--- src/dwfb_pkg.sv ---
// ----------------------------------------------------------------------------
// dwfb_pkg
// Shared types and constants of the dual write FIFO with bypass.
// ----------------------------------------------------------------------------
package dwfb_pkg;

  localparam int WORD_W         = 32;
  localparam int COUNT_W        = 5;
  localparam int CAPACITY_DEF   = 16;
  localparam int DATA_WIDTH_DEF = 32;
  localparam int APB_ADDR_W     = 3;
  localparam int APB_DATA_W     = 32;

  // Register word index, taken from paddr above the byte offset.
  localparam logic REG_EMPTY_VALUE = 1'b0;

  typedef struct packed {
    logic              write_valid_a;
    logic [WORD_W-1:0] write_data_a;
    logic              write_valid_b;
    logic [WORD_W-1:0] write_data_b;
    logic              read_enable;
    logic              update_enable;
  } item_t;

  typedef struct packed {
    logic [WORD_W-1:0]  read_data;
    logic [COUNT_W-1:0] entry_count;
    logic               is_full;
    logic               data_available;
  } result_t;

endpackage

--- src/dwfb_item_if.sv ---
// ----------------------------------------------------------------------------
// dwfb_item_if
// Valid/ready channel carrying one write/read request item.
// ----------------------------------------------------------------------------
interface dwfb_item_if;
  import dwfb_pkg::*;

  logic              valid;
  logic              ready;
  logic              write_valid_a;
  logic [WORD_W-1:0] write_data_a;
  logic              write_valid_b;
  logic [WORD_W-1:0] write_data_b;
  logic              read_enable;
  logic              update_enable;

  modport source (
    output valid, write_valid_a, write_data_a, write_valid_b, write_data_b,
           read_enable, update_enable,
    input  ready
  );

  modport sink (
    input  valid, write_valid_a, write_data_a, write_valid_b, write_data_b,
           read_enable, update_enable,
    output ready
  );
endinterface

--- src/dwfb_result_if.sv ---
// ----------------------------------------------------------------------------
// dwfb_result_if
// Valid/ready channel carrying one result item.
// ----------------------------------------------------------------------------
interface dwfb_result_if;
  import dwfb_pkg::*;

  logic               valid;
  logic               ready;
  logic [WORD_W-1:0]  read_data;
  logic [COUNT_W-1:0] entry_count;
  logic               is_full;
  logic               data_available;

  modport source (
    output valid, read_data, entry_count, is_full, data_available,
    input  ready
  );

  modport sink (
    input  valid, read_data, entry_count, is_full, data_available,
    output ready
  );
endinterface

--- src/dual_write_fifo_with_bypass.sv ---
// ----------------------------------------------------------------------------
// dual_write_fifo_with_bypass
// FIFO with two write ports, one read port and empty-queue read bypass.
// ----------------------------------------------------------------------------
// Each request item is captured in an input register; the queue update and
// the result are computed from it in one pass and land in the result
// register when the item advances, which waits while a result is held, and one
// item is taken every cycle while results are drained. The entries live
// in flip-flops whose head is read through a multiplexer, with forwarding of
// writes that land at the new head in the same cycle.
module dual_write_fifo_with_bypass #(
  parameter int CAPACITY   = dwfb_pkg::CAPACITY_DEF,
  parameter int DATA_WIDTH = dwfb_pkg::DATA_WIDTH_DEF
) (
  input  logic                            clk,
  input  logic                            rst,
  dwfb_item_if.sink                       cmd,
  dwfb_result_if.source                   result,
  input  logic                            psel,
  input  logic                            penable,
  input  logic                            pwrite,
  input  logic [dwfb_pkg::APB_ADDR_W-1:0] paddr,
  input  logic [dwfb_pkg::APB_DATA_W-1:0] pwdata,
  output logic [dwfb_pkg::APB_DATA_W-1:0] prdata,
  output logic                            pready
);
  import dwfb_pkg::*;

  logic              in_valid;
  item_t             in_item;
  logic              advance;
  logic              out_valid;
  result_t           out_data;
  result_t           step_result;
  logic [WORD_W-1:0] empty_value;

  assign advance   = in_valid && (!out_valid || result.ready);
  assign cmd.ready = !in_valid || !out_valid || result.ready;

  always_ff @(posedge clk) begin
    if (rst) begin
      in_valid  <= 1'b0;
      out_valid <= 1'b0;
    end else begin
      in_valid <= (cmd.valid && cmd.ready) || (in_valid && !advance);
      if (advance) begin
        out_valid <= 1'b1;
      end else if (result.ready) begin
        out_valid <= 1'b0;
      end
    end
  end

  always_ff @(posedge clk) begin
    if (cmd.valid && cmd.ready) begin
      in_item.write_valid_a <= cmd.write_valid_a;
      in_item.write_data_a  <= cmd.write_data_a;
      in_item.write_valid_b <= cmd.write_valid_b;
      in_item.write_data_b  <= cmd.write_data_b;
      in_item.read_enable   <= cmd.read_enable;
      in_item.update_enable <= cmd.update_enable;
    end
    if (advance) begin
      out_data <= step_result;
    end
  end

  assign result.valid          = out_valid;
  assign result.read_data      = out_data.read_data;
  assign result.entry_count    = out_data.entry_count;
  assign result.is_full        = out_data.is_full;
  assign result.data_available = out_data.data_available;

  dwfb_apb u_apb (
    .clk         (clk),
    .rst         (rst),
    .psel        (psel),
    .penable     (penable),
    .pwrite      (pwrite),
    .paddr       (paddr),
    .pwdata      (pwdata),
    .prdata      (prdata),
    .pready      (pready),
    .empty_value (empty_value)
  );

  dwfb_queue #(
    .CAPACITY   (CAPACITY),
    .DATA_WIDTH (DATA_WIDTH)
  ) u_queue (
    .clk         (clk),
    .rst         (rst),
    .item        (in_item),
    .commit      (advance),
    .empty_value (empty_value),
    .result      (step_result)
  );

endmodule

--- src/dwfb_apb.sv ---
// ----------------------------------------------------------------------------
// dwfb_apb
// APB register block holding the empty value register.
// ----------------------------------------------------------------------------
module dwfb_apb (
  input  logic                            clk,
  input  logic                            rst,
  input  logic                            psel,
  input  logic                            penable,
  input  logic                            pwrite,
  input  logic [dwfb_pkg::APB_ADDR_W-1:0] paddr,
  input  logic [dwfb_pkg::APB_DATA_W-1:0] pwdata,
  output logic [dwfb_pkg::APB_DATA_W-1:0] prdata,
  output logic                            pready,
  output logic [dwfb_pkg::WORD_W-1:0]     empty_value
);
  import dwfb_pkg::*;

  logic reg_index;
  logic wr_en;

  assign pready    = 1'b1;
  assign reg_index = paddr[APB_ADDR_W-1];
  assign wr_en     = psel && penable && pwrite && pready;

  always_ff @(posedge clk) begin
    if (rst) begin
      empty_value <= '0;
    end else if (wr_en && reg_index == REG_EMPTY_VALUE) begin
      empty_value <= WORD_W'(pwdata);
    end
  end

  always_comb begin
    prdata = '0;
    if (reg_index == REG_EMPTY_VALUE) begin
      prdata = APB_DATA_W'(empty_value);
    end
  end

endmodule

--- src/dwfb_queue.sv ---
// ----------------------------------------------------------------------------
// dwfb_queue
// Queue state, entry store and the single-pass update for one item.
// ----------------------------------------------------------------------------
module dwfb_queue #(
  parameter int CAPACITY   = dwfb_pkg::CAPACITY_DEF,
  parameter int DATA_WIDTH = dwfb_pkg::DATA_WIDTH_DEF
) (
  input  logic                        clk,
  input  logic                        rst,
  input  dwfb_pkg::item_t             item,
  input  logic                        commit,
  input  logic [dwfb_pkg::WORD_W-1:0] empty_value,
  output dwfb_pkg::result_t           result
);
  import dwfb_pkg::*;

  localparam int PTR_W = $clog2(CAPACITY);
  localparam int OCC_W = $clog2(CAPACITY + 1);
  localparam logic [OCC_W-1:0] OCC_CAP = OCC_W'(CAPACITY);
  localparam logic [PTR_W-1:0] PTR_LAST = PTR_W'(CAPACITY - 1);

  logic [DATA_WIDTH-1:0] store [CAPACITY];
  logic [PTR_W-1:0]      head;
  logic [PTR_W-1:0]      tail;
  logic [OCC_W-1:0]      occ;

  logic                  first_valid;
  logic                  second_valid;
  logic [DATA_WIDTH-1:0] first_data;
  logic [DATA_WIDTH-1:0] second_data;
  logic                  start_empty;
  logic                  pop;
  logic                  push_a;
  logic                  push_b;
  logic [OCC_W-1:0]      occ_pop;
  logic [OCC_W-1:0]      occ_a;
  logic [PTR_W-1:0]      tail_a;
  logic [PTR_W-1:0]      head_next;
  logic [PTR_W-1:0]      tail_next;
  logic [OCC_W-1:0]      occ_next;
  logic [DATA_WIDTH-1:0] head_data;

  function automatic logic [PTR_W-1:0] ptr_inc(input logic [PTR_W-1:0] p);
    ptr_inc = (p == PTR_LAST) ? '0 : p + PTR_W'(1);
  endfunction

  always_comb begin
    first_valid  = item.write_valid_a || item.write_valid_b;
    second_valid = item.write_valid_a && item.write_valid_b;
    first_data   = DATA_WIDTH'(item.write_valid_a ? item.write_data_a : item.write_data_b);
    second_data  = DATA_WIDTH'(item.write_data_b);
    start_empty  = (occ == '0);

    pop       = item.update_enable && item.read_enable && !start_empty;
    occ_pop   = occ - OCC_W'(pop);
    head_next = pop ? ptr_inc(head) : head;

    push_a = item.update_enable && first_valid && !(start_empty && item.read_enable)
             && (occ_pop < OCC_CAP);
    occ_a  = occ_pop + OCC_W'(push_a);
    tail_a = push_a ? ptr_inc(tail) : tail;

    push_b    = item.update_enable && second_valid && (occ_a < OCC_CAP);
    occ_next  = occ_a + OCC_W'(push_b);
    tail_next = push_b ? ptr_inc(tail_a) : tail_a;

    priority if (push_a && tail == head_next) begin
      head_data = first_data;
    end else if (push_b && tail_a == head_next) begin
      head_data = second_data;
    end else begin
      head_data = store[head_next];
    end

    priority if (start_empty && first_valid) begin
      result.read_data = WORD_W'(first_data);
    end else if (occ_next == '0) begin
      result.read_data = empty_value;
    end else begin
      result.read_data = WORD_W'(head_data);
    end
    result.entry_count    = COUNT_W'(occ_next);
    result.is_full        = (occ_next >= OCC_CAP);
    result.data_available = (occ_next != '0) || first_valid;
  end

  always_ff @(posedge clk) begin
    if (rst) begin
      head <= '0;
      tail <= '0;
      occ  <= '0;
    end else if (commit) begin
      head <= head_next;
      tail <= tail_next;
      occ  <= occ_next;
    end
  end

  always_ff @(posedge clk) begin
    if (commit && push_a) begin
      store[tail] <= first_data;
    end
    if (commit && push_b) begin
      store[tail_a] <= second_data;
    end
  end

endmodule

--- src/flat_wrapper.sv ---
// flat-port wrapper written by rule: the top's interface ports become plain ports
module dual_write_fifo_with_bypass_flat import dwfb_pkg::*;
#(
  parameter int CAPACITY   = dwfb_pkg::CAPACITY_DEF,
  parameter int DATA_WIDTH = dwfb_pkg::DATA_WIDTH_DEF
)
  (clk, rst, psel, penable, pwrite, paddr, pwdata, prdata, pready, cmd_valid, cmd_write_valid_a, cmd_write_data_a, cmd_write_valid_b, cmd_write_data_b, cmd_read_enable, cmd_update_enable, cmd_ready, result_valid, result_read_data, result_entry_count, result_is_full, result_data_available, result_ready);
  dwfb_item_if cmd_i ();
  dwfb_result_if result_i ();
  input  logic clk;
  input  logic rst;
  input  logic psel;
  input  logic penable;
  input  logic pwrite;
  input  logic [dwfb_pkg::APB_ADDR_W-1:0] paddr;
  input  logic [dwfb_pkg::APB_DATA_W-1:0] pwdata;
  output logic [dwfb_pkg::APB_DATA_W-1:0] prdata;
  output logic pready;
  input wire logic [$bits(cmd_i.valid)-1:0] cmd_valid;
  input wire logic [$bits(cmd_i.write_valid_a)-1:0] cmd_write_valid_a;
  input wire logic [$bits(cmd_i.write_data_a)-1:0] cmd_write_data_a;
  input wire logic [$bits(cmd_i.write_valid_b)-1:0] cmd_write_valid_b;
  input wire logic [$bits(cmd_i.write_data_b)-1:0] cmd_write_data_b;
  input wire logic [$bits(cmd_i.read_enable)-1:0] cmd_read_enable;
  input wire logic [$bits(cmd_i.update_enable)-1:0] cmd_update_enable;
  output wire logic [$bits(cmd_i.ready)-1:0] cmd_ready;
  output wire logic [$bits(result_i.valid)-1:0] result_valid;
  output wire logic [$bits(result_i.read_data)-1:0] result_read_data;
  output wire logic [$bits(result_i.entry_count)-1:0] result_entry_count;
  output wire logic [$bits(result_i.is_full)-1:0] result_is_full;
  output wire logic [$bits(result_i.data_available)-1:0] result_data_available;
  input wire logic [$bits(result_i.ready)-1:0] result_ready;
  assign cmd_i.valid = cmd_valid;
  assign cmd_i.write_valid_a = cmd_write_valid_a;
  assign cmd_i.write_data_a = cmd_write_data_a;
  assign cmd_i.write_valid_b = cmd_write_valid_b;
  assign cmd_i.write_data_b = cmd_write_data_b;
  assign cmd_i.read_enable = cmd_read_enable;
  assign cmd_i.update_enable = cmd_update_enable;
  assign cmd_ready = cmd_i.ready;
  assign result_valid = result_i.valid;
  assign result_read_data = result_i.read_data;
  assign result_entry_count = result_i.entry_count;
  assign result_is_full = result_i.is_full;
  assign result_data_available = result_i.data_available;
  assign result_i.ready = result_ready;
  dual_write_fifo_with_bypass #(.CAPACITY(CAPACITY), .DATA_WIDTH(DATA_WIDTH)) u_core (.clk(clk), .rst(rst), .cmd(cmd_i), .result(result_i), .psel(psel), .penable(penable), .pwrite(pwrite), .paddr(paddr), .pwdata(pwdata), .prdata(prdata), .pready(pready));
endmodule
--- config.mk ---
export PLATFORM = sky130hd
export DESIGN_NAME = dual_write_fifo_with_bypass_flat
export DESIGN_NICKNAME = d
export VERILOG_FILES = /design/src/dwfb_pkg.sv /design/src/dwfb_item_if.sv /design/src/dwfb_result_if.sv /design/src/dual_write_fifo_with_bypass.sv /design/src/dwfb_apb.sv /design/src/dwfb_queue.sv /design/src/flat_wrapper.sv
export SDC_FILE = /design/constraint.sdc
export NUM_CORES = 1
export LEC_CHECK = 0
export ABC_AREA = 1
export ABC_CLOCK_PERIOD_IN_PS = 10990
export BUFFER_PORTS_ARGS = -buffer_cell sky130_fd_sc_hd__buf_2
export CORE_UTILIZATION = 42
export DETAILED_ROUTE_END_ITERATION = 12
export PLACE_DENSITY_LB_ADDON = 0.1
export SYNTH_ARGS = -nofsm -noshare
export SYNTH_HDL_FRONTEND = slang
export SYNTH_HIERARCHICAL = 1
export SYNTH_SLANG_ARGS = --single-unit
--- constraint.sdc ---
create_clock -name clk -period 10.99 [get_ports clk]
set_clock_uncertainty 0.15 [all_clocks]
set_input_delay 2.198 -clock clk [delete_from_list [all_inputs] [get_ports clk]]
set_output_delay 2.198 -clock clk [all_outputs]
set_load 0.03 [all_outputs]
==> results of run 1 <==
## flip-flops by register name, summed over array words and instances (netlist names), 4 cells and up
register and flops:
u_core/u_queue/head 4, u_core/u_queue/store 512, u_core/u_apb/empty_value 32, u_core/result.read_data 32, u_core/in_item 68, u_core/u_queue/tail 4, u_core/result.entry_count 5, u_core/u_queue/occ 5
## power groups by stage
stage	sequential, mW	combinational (mW)	clock, mW
floorplan	2.97	0.795	0
global placement	2.93	1.22	0
detailed placement	2.94	1.24	0
CTS	2.88	1.24	2.54
global route	2.89	1.38	2.63
finish	2.88	1.25	2.50
## critical path: cells and delay by family, from the launching register on
kind          cells  cell delay, ns
xor+xnor          1            0.18
simple gates     17            2.81
fa+ha+maj         6            1.23
buf+inv           4            0.65
flops             1            0.35
## worst paths after layout
check	from	endpoint	slack, ns	depth (start not counted)
min reg2reg	u_core/u_queue/occ[0]$_SDFFE_PP0P_	u_core/u_queue/occ[0]$_SDFFE_PP0P_	0.34	2
max reg2reg	u_core/u_queue/occ[2]$_SDFFE_PP0P_	u_core/result.read_data[17]$_DFFE_PP_	5.34	28
min	u_core/u_queue/occ[0]$_SDFFE_PP0P_	u_core/u_queue/occ[0]$_SDFFE_PP0P_	0.34	2
max	u_core/u_queue/occ[2]$_SDFFE_PP0P_	u_core/result.read_data[17]$_DFFE_PP_	5.34	28
## per-stage QoR
stage	instance area (um^2)	hold slack (ns)	std cells	util, %	setup WS, ns
floorplan	36100	0.304	4518	-	2.85
global placement	37800	0.318	5591	44.4	5.26
detailed placement	37800	0.327	5591	44.4	5.19
CTS	40200	0.336	5726	47.2	5.35
global route	40200	0.356	5726	47.2	4.84
finish	40200	0.336	5726	47.2	5.34
## synthesized netlist by cell type (2+ instances only)
cell type / n
buf_6: 13
buf_1: 9
edfxtp_1: 619
nor2_2: 6
nor2_1: 177
or2_1: 2
buf_4: 9
nand3_2: 3
nor2_4: 4
inv_2: 11
xnor2_1: 2
nand2_1: 1458
clkbuf_2: 3
o211ai_1: 2
inv_1: 622
nand4_1: 5
clkinv_1: 33
a21oi_2: 2
dfxtp_1: 47
xor2_1: 5
nand2_2: 5
nand3_1: 564
a21oi_1: 13
ha_1: 15
o21ai_1: 49
buf_2: 151
o21ai_2: 2
clkbuf_1: 153
o21ai_0: 523
a31oi_1: 2
## layout make-up
cell class                      count  area share, %
Clock buffer                       99           5.13
Sequential cell                   666           48.6
Timing Repair Buffer              267           3.89
Multi-Input combinational cell   2848           31.8
Tap cell                         1144           3.56
Clock inverter                     36          0.806
Inverter                          666           6.22
## logic make-up after synthesis
logic type      after synthesis
xor+xnor                      7
compound gates              595
simple gates               2230
fa+ha+maj                    15
other cells                   1
flops                       666
buf+inv                    1004
## metal layers
metal / routed length [um] / up-vias / GRT usage [%] / part of all wire, %
met2: 53900 / 1259 / 43.7 / 46
li1: - / 14489 / - / -
met4: 2900 / 4 / 7.70 / 2.5
met1: 51800 / 13696 / 38.3 / 44
met5: 25 / - / 0 / 0.021
met3: 9720 / 180 / 3.76 / 8.2
==> results.sh, run 1 <==
export IMPL_drtAntennaViolNets=0
export IMPL_core_um2=85100
export IMPL_cts_root_buf="clkbuf_16"
export IMPL_postSynth_asyncResetShare_pct=0
export IMPL_setup_viol=0
export IMPL_wl_per_cell_um=20.7
export IMPL_seq_area_um2=19500
export IMPL_htreeDepth=3
export IMPL_clock_path_buffers=3
export IMPL_grt_max_degree=186
export IMPL_hold_path_class="reg -> reg"
export IMPL_start_util_pct=42.4
export IMPL_power_mw=6.63
export IMPL_yosys_mux_area_fraction_pct=0
export IMPL_status="finished, final reports clean"
export IMPL_crit_required_ns=11.22
export IMPL_synthesis_area_um2=36100
export IMPL_drtPass1Iterations=6
export IMPL_die_h_um=295
export IMPL_layout_drive_gt1_share_pct=9.86
export IMPL_worst_setup_path_start_kind="register"
export IMPL_final_setup_tns_ns=0
export IMPL_vdd_ir_drop_max_v=0.000116
export IMPL_rows=107
export IMPL_tightestPinTransition_ns=1.14
export IMPL_grt_pass1_wl_mm=175
export IMPL_gr_total_overflow=0
export IMPL_grt_setup_unrepaired="no"
export IMPL_p_comb_share_pct=18.9
export IMPL_switchingPower_mw=1.98
export IMPL_drt_total_wl_mm=118
export IMPL_multi_input_area_um2=12800
export IMPL_seqPwrFrac_pct=43.5
export IMPL_drcViolationCount=0
export IMPL_fmax_ghz=0.177
export IMPL_ios=184
export IMPL_synth_area_leader_cell="edfxtp_1"
export IMPL_cpMaxStageDelayCell="buf_4"
export IMPL_maxCapViolations=0
export IMPL_fin_nets=4648
export IMPL_post_cts_buffers=0
export IMPL_synth_xor_area_share_pct=0.170
export IMPL_synth_compound_area_share_pct=8.35
export IMPL_numCtsBuffers=74
export IMPL_fillers=8265
export IMPL_syn_instance_count=4518
export IMPL_ys_types=39
export IMPL_mostFrequentLayoutCells="nand2_1, inv_1, edfxtp_1, nand3_1, o21ai_0"
export IMPL_num_vias=29628
export IMPL_ys_warn_count=6
export IMPL_synth_simple_area_share_pct=25.5
export IMPL_cp_end_kind="register"
export IMPL_gp_congestion=0.843
export IMPL_cts_sinks=666
export IMPL_path_class="reg -> reg"
export IMPL_dpl_hpwl_mm=64.6
export IMPL_final_hold_viol_count=0
export IMPL_clkPwrFrac_pct=37.7
export IMPL_syn2layout_area_growth_pct=11.4
export IMPL_leakagePower_nw=18.3
export IMPL_synth_top_family_by_area="simple AND/OR/NAND/NOR gates"
export IMPL_die_w_um=295
export IMPL_switching_share_pct=29.8
export IMPL_synth_ff_latch_count=666
export IMPL_drtIter0Drc=3023
export IMPL_cpPeakStageDelay_ns=0.44
export IMPL_synth_nets=4643
export IMPL_synth_ff_type="edfxtp_1"
export IMPL_powerDensity_nw_per_um2=165
export IMPL_avgSynthCellArea_um2=7.99
export IMPL_groute_usage_overall_pct=27.2
export IMPL_clk_transition_reported_paths_ns=0.06
export IMPL_cp_common_cell="ha_1"
export IMPL_finalCritPeriodShare_pct=51.4
export IMPL_intPower_mw=4.66
export IMPL_cts_resized=0
export IMPL_grt_pass1_vias=27015
export IMPL_dieArea_um2=87200
export IMPL_diodes=0
export IMPL_synth_top_area_share_pct=51.5
export IMPL_holdBufCountCts=0
export IMPL_crit_fanout=35
export IMPL_seq_area_frac_synth_pct=54.1
export IMPL_critPathArrivalTime_ns=5.88
export IMPL_slew_limit_headroom_pct=24.3
export IMPL_cts_tree="built"
export IMPL_ys_top_cells_by_area="edfxtp_1, nand2_1, nand3_1, o21ai_0, inv_1"
export IMPL_viasPerCell=5.17
export IMPL_numPortBuffers=180
export IMPL_period_needed_ns=5.65
export IMPL_synthAdderAreaFrac_pct=0.520
export IMPL_clock_latency_ns=0.63
export IMPL_antenna_found_initial=2
export IMPL_slew_violations=0
export IMPL_synth_edf_count=619
export IMPL_layout_commonest_cell="nand2_1"
Power figures use the tool's default switching activity.
==> run 2, diff against run 1 <==
--- a/config.mk
+++ b/config.mk
@@ -6,7 +6,7 @@
 export NUM_CORES = 1
 export LEC_CHECK = 0
 export ABC_AREA = 1
-export ABC_CLOCK_PERIOD_IN_PS = 10990
+export ABC_CLOCK_PERIOD_IN_PS = 4900
 export BUFFER_PORTS_ARGS = -buffer_cell sky130_fd_sc_hd__buf_2
 export CORE_UTILIZATION = 42
 export DETAILED_ROUTE_END_ITERATION = 12
==> constraint.sdc (replaced) <==
create_clock -name clk -period 4.9 [get_ports clk]
set_clock_uncertainty 0.15 [all_clocks]
set_input_delay 0.98 -clock clk [delete_from_list [all_inputs] [get_ports clk]]
set_output_delay 0.98 -clock clk [all_outputs]
set_load 0.03 [all_outputs]
==> run 2 against run 1 <==
Net effect:
- clock power increased by 120%
- wire length decreased by 0.27%
- power increased by 120%
- highest routed layer unchanged
- count of clock-buffer cells in the layout increased by 5
- largest cell class unchanged
- hold slack about the same
- worst setup slack got worse by 5.0 ns
- combinational power increased by 130%
- non-clock buffer count increased by 23
==> results.sh, run 2 (synthesized netlist as in run 1, its figures left out) <==
export IMPL_status="finished, final reports clean"
export IMPL_grt_pass1_wl_mm=173
export IMPL_setup_viol=0
export IMPL_cpPeakStageDelay_ns=0.34
export IMPL_vdd_ir_drop_max_v=0.000265
export IMPL_placed_area_um2=38300
export IMPL_tightestPinTransition_ns=1.12
export IMPL_final_area_um2=40800
export IMPL_layout_commonest_cell="nand2_1"
export IMPL_seq_area_um2=19500
export IMPL_final_setup_tns_ns=0
export IMPL_num_vias=29713
export IMPL_dieArea_um2=87200
export IMPL_regMostFlops="u_core/u_queue/store"
export IMPL_groute_usage_overall_pct=26.8
export IMPL_crit_fanout=5
export IMPL_numPortBuffers=180
export IMPL_dp_slack_ns=0.124
export IMPL_gr_total_overflow=0
export IMPL_worst_setup_path_start_kind="register"
export IMPL_hold_path_class="reg -> reg"
export IMPL_whs_path_depth=2
export IMPL_hold_start="u_core/u_queue/occ[0]$_SDFFE_PP0P_"
export IMPL_wl_per_cell_um=20.5
export IMPL_ff2ff_path_depth=31
export IMPL_cp_end_kind="register"
export IMPL_core_um2=85100
export IMPL_numCtsBuffers=75
export IMPL_clock_latency_ns=0.63
export IMPL_cts_tree="built"
export IMPL_antenna_found_initial=3
export IMPL_path_class="reg -> reg"
export IMPL_leakagePower_nw=18.5
export IMPL_maxCapViolations=0
export IMPL_whs_ns=0.335
export IMPL_cpMaxStageDelayCell="dfxtp_1"
export IMPL_largestRegisters="u_core/u_queue/store: 512 flops, u_core/in_item: 68 flops"
export IMPL_clock_path_buffers=3
export IMPL_drt_total_wl_mm=118
export IMPL_gp_congestion=0.827
export IMPL_htreeDepth=3
export IMPL_cts_sinks=666
export IMPL_fmax_ghz=0.222
export IMPL_mostFrequentLayoutCells="nand2_1, inv_1, edfxtp_1, nand3_1, o21ai_0"
export IMPL_post_route_util_pct=47.9
export IMPL_fin_nets=4672
export IMPL_clk_transition_reported_paths_ns=0.06
export IMPL_r2r_start="u_core/u_queue/occ[3]$_SDFFE_PP0P_"
export IMPL_fillers=8188
export IMPL_largest_reg_flops=512
export IMPL_period_needed_ns=4.51
export IMPL_cp_common_cell="ha_1"
export IMPL_start_util_pct=42.4
export IMPL_critPathArrivalTime_ns=4.75
export IMPL_startpoint="u_core/u_queue/occ[3]$_SDFFE_PP0P_"
export IMPL_slew_violations=0
export IMPL_drcViolationCount=0
export IMPL_drtPass1Iterations=7
export IMPL_grt_pass1_vias=27344
export IMPL_power_mw=14.9
export IMPL_syn2layout_area_growth_pct=12.9
export IMPL_finalCritPeriodShare_pct=92.0
export IMPL_layout_drive_gt1_share_pct=10.4
export IMPL_post_place_cells=5603
export IMPL_die_w_um=295
export IMPL_drtIter0Drc=2861
export IMPL_final_hold_viol_count=0
export IMPL_ios=184
export IMPL_drtAntennaViolNets=0
export IMPL_rows=107
export IMPL_fin_ws_ns=0.391
export IMPL_grt_max_degree=96
export IMPL_multi_input_area_um2=12800
export IMPL_cts_root_buf="clkbuf_16"
export IMPL_path_depth=31
export IMPL_cp_buffers_inverters=7
export IMPL_critical_path_top_delay_family="simple AND/OR/NAND/NOR gates"
export IMPL_die_h_um=295
export IMPL_powerDensity_nw_per_um2=365
export IMPL_finalNonFillerCells=5755
export IMPL_dpl_hpwl_mm=68.2
export IMPL_grt_setup_unrepaired="no"
export IMPL_crit_required_ns=5.14
export IMPL_viasPerCell=5.16
export IMPL_slew_limit_headroom_pct=25.1
[run 2: layout make-up]
| type | count | share of cell area [%] |
|---|---|---|
| flip-flops and latches | 666 | 47.9 |
| multi-input cells | 2848 | 31.5 |
| inverters | 666 | 6.14 |
| repair buffers | 290 | 5.18 |
| clock buffers | 104 | 5.10 |
| well taps | 1144 | 3.51 |
| clock inverters | 33 | 0.709 |
| diodes | 4 | 0.0245 |
[run 2: path summary, 6_finish.rpt]
check | to | slack, ns
max | u_core/result.read_data[26]$_DFFE_PP_ | 0.39
min | u_core/u_queue/occ[0]$_SDFFE_PP0P_ | 0.34
max reg2reg | u_core/result.read_data[26]$_DFFE_PP_ | 0.39
min reg2reg | u_core/u_queue/occ[0]$_SDFFE_PP0P_ | 0.34
[run 2: repair_timing]
item | in CTS | in global routing
hold buffers | 0 | 0
buffers inserted | 0 | 9
endpoints found under the setup margin | 0 | 49
resized for setup | 0 | 6
[run 2: worst register-to-register path, delay by kind of cell (launching register included)]
family	cells	cell delay (ns)
XOR/XNOR	1	0.09
adder cells (fa/ha/maj)	6	1.20
buffers and inverters	7	0.71
flip-flops	1	0.34
AND/OR/NAND/NOR	17	1.78
[run 2: per-layer routing]
metal	global-route usage [%]	wire length, um	vias to the layer above	share of wire (%)
met2	43.1	54200	1116	46
met5	0	8	-	0.0068
met3	4.93	9590	158	8.1
li1	-	-	14547	-
met1	37.4	52100	13890	44
met4	6.26	2150	2	1.8
[run 2: report_power, final]
group          total [mW]  leakage (nW)  switching (mW)  internal, mW
Combinational        2.86          11.3            2.03         0.835
Clock                5.55          1.15            2.37          3.19
Sequential           6.47          6.04          0.0555          6.42
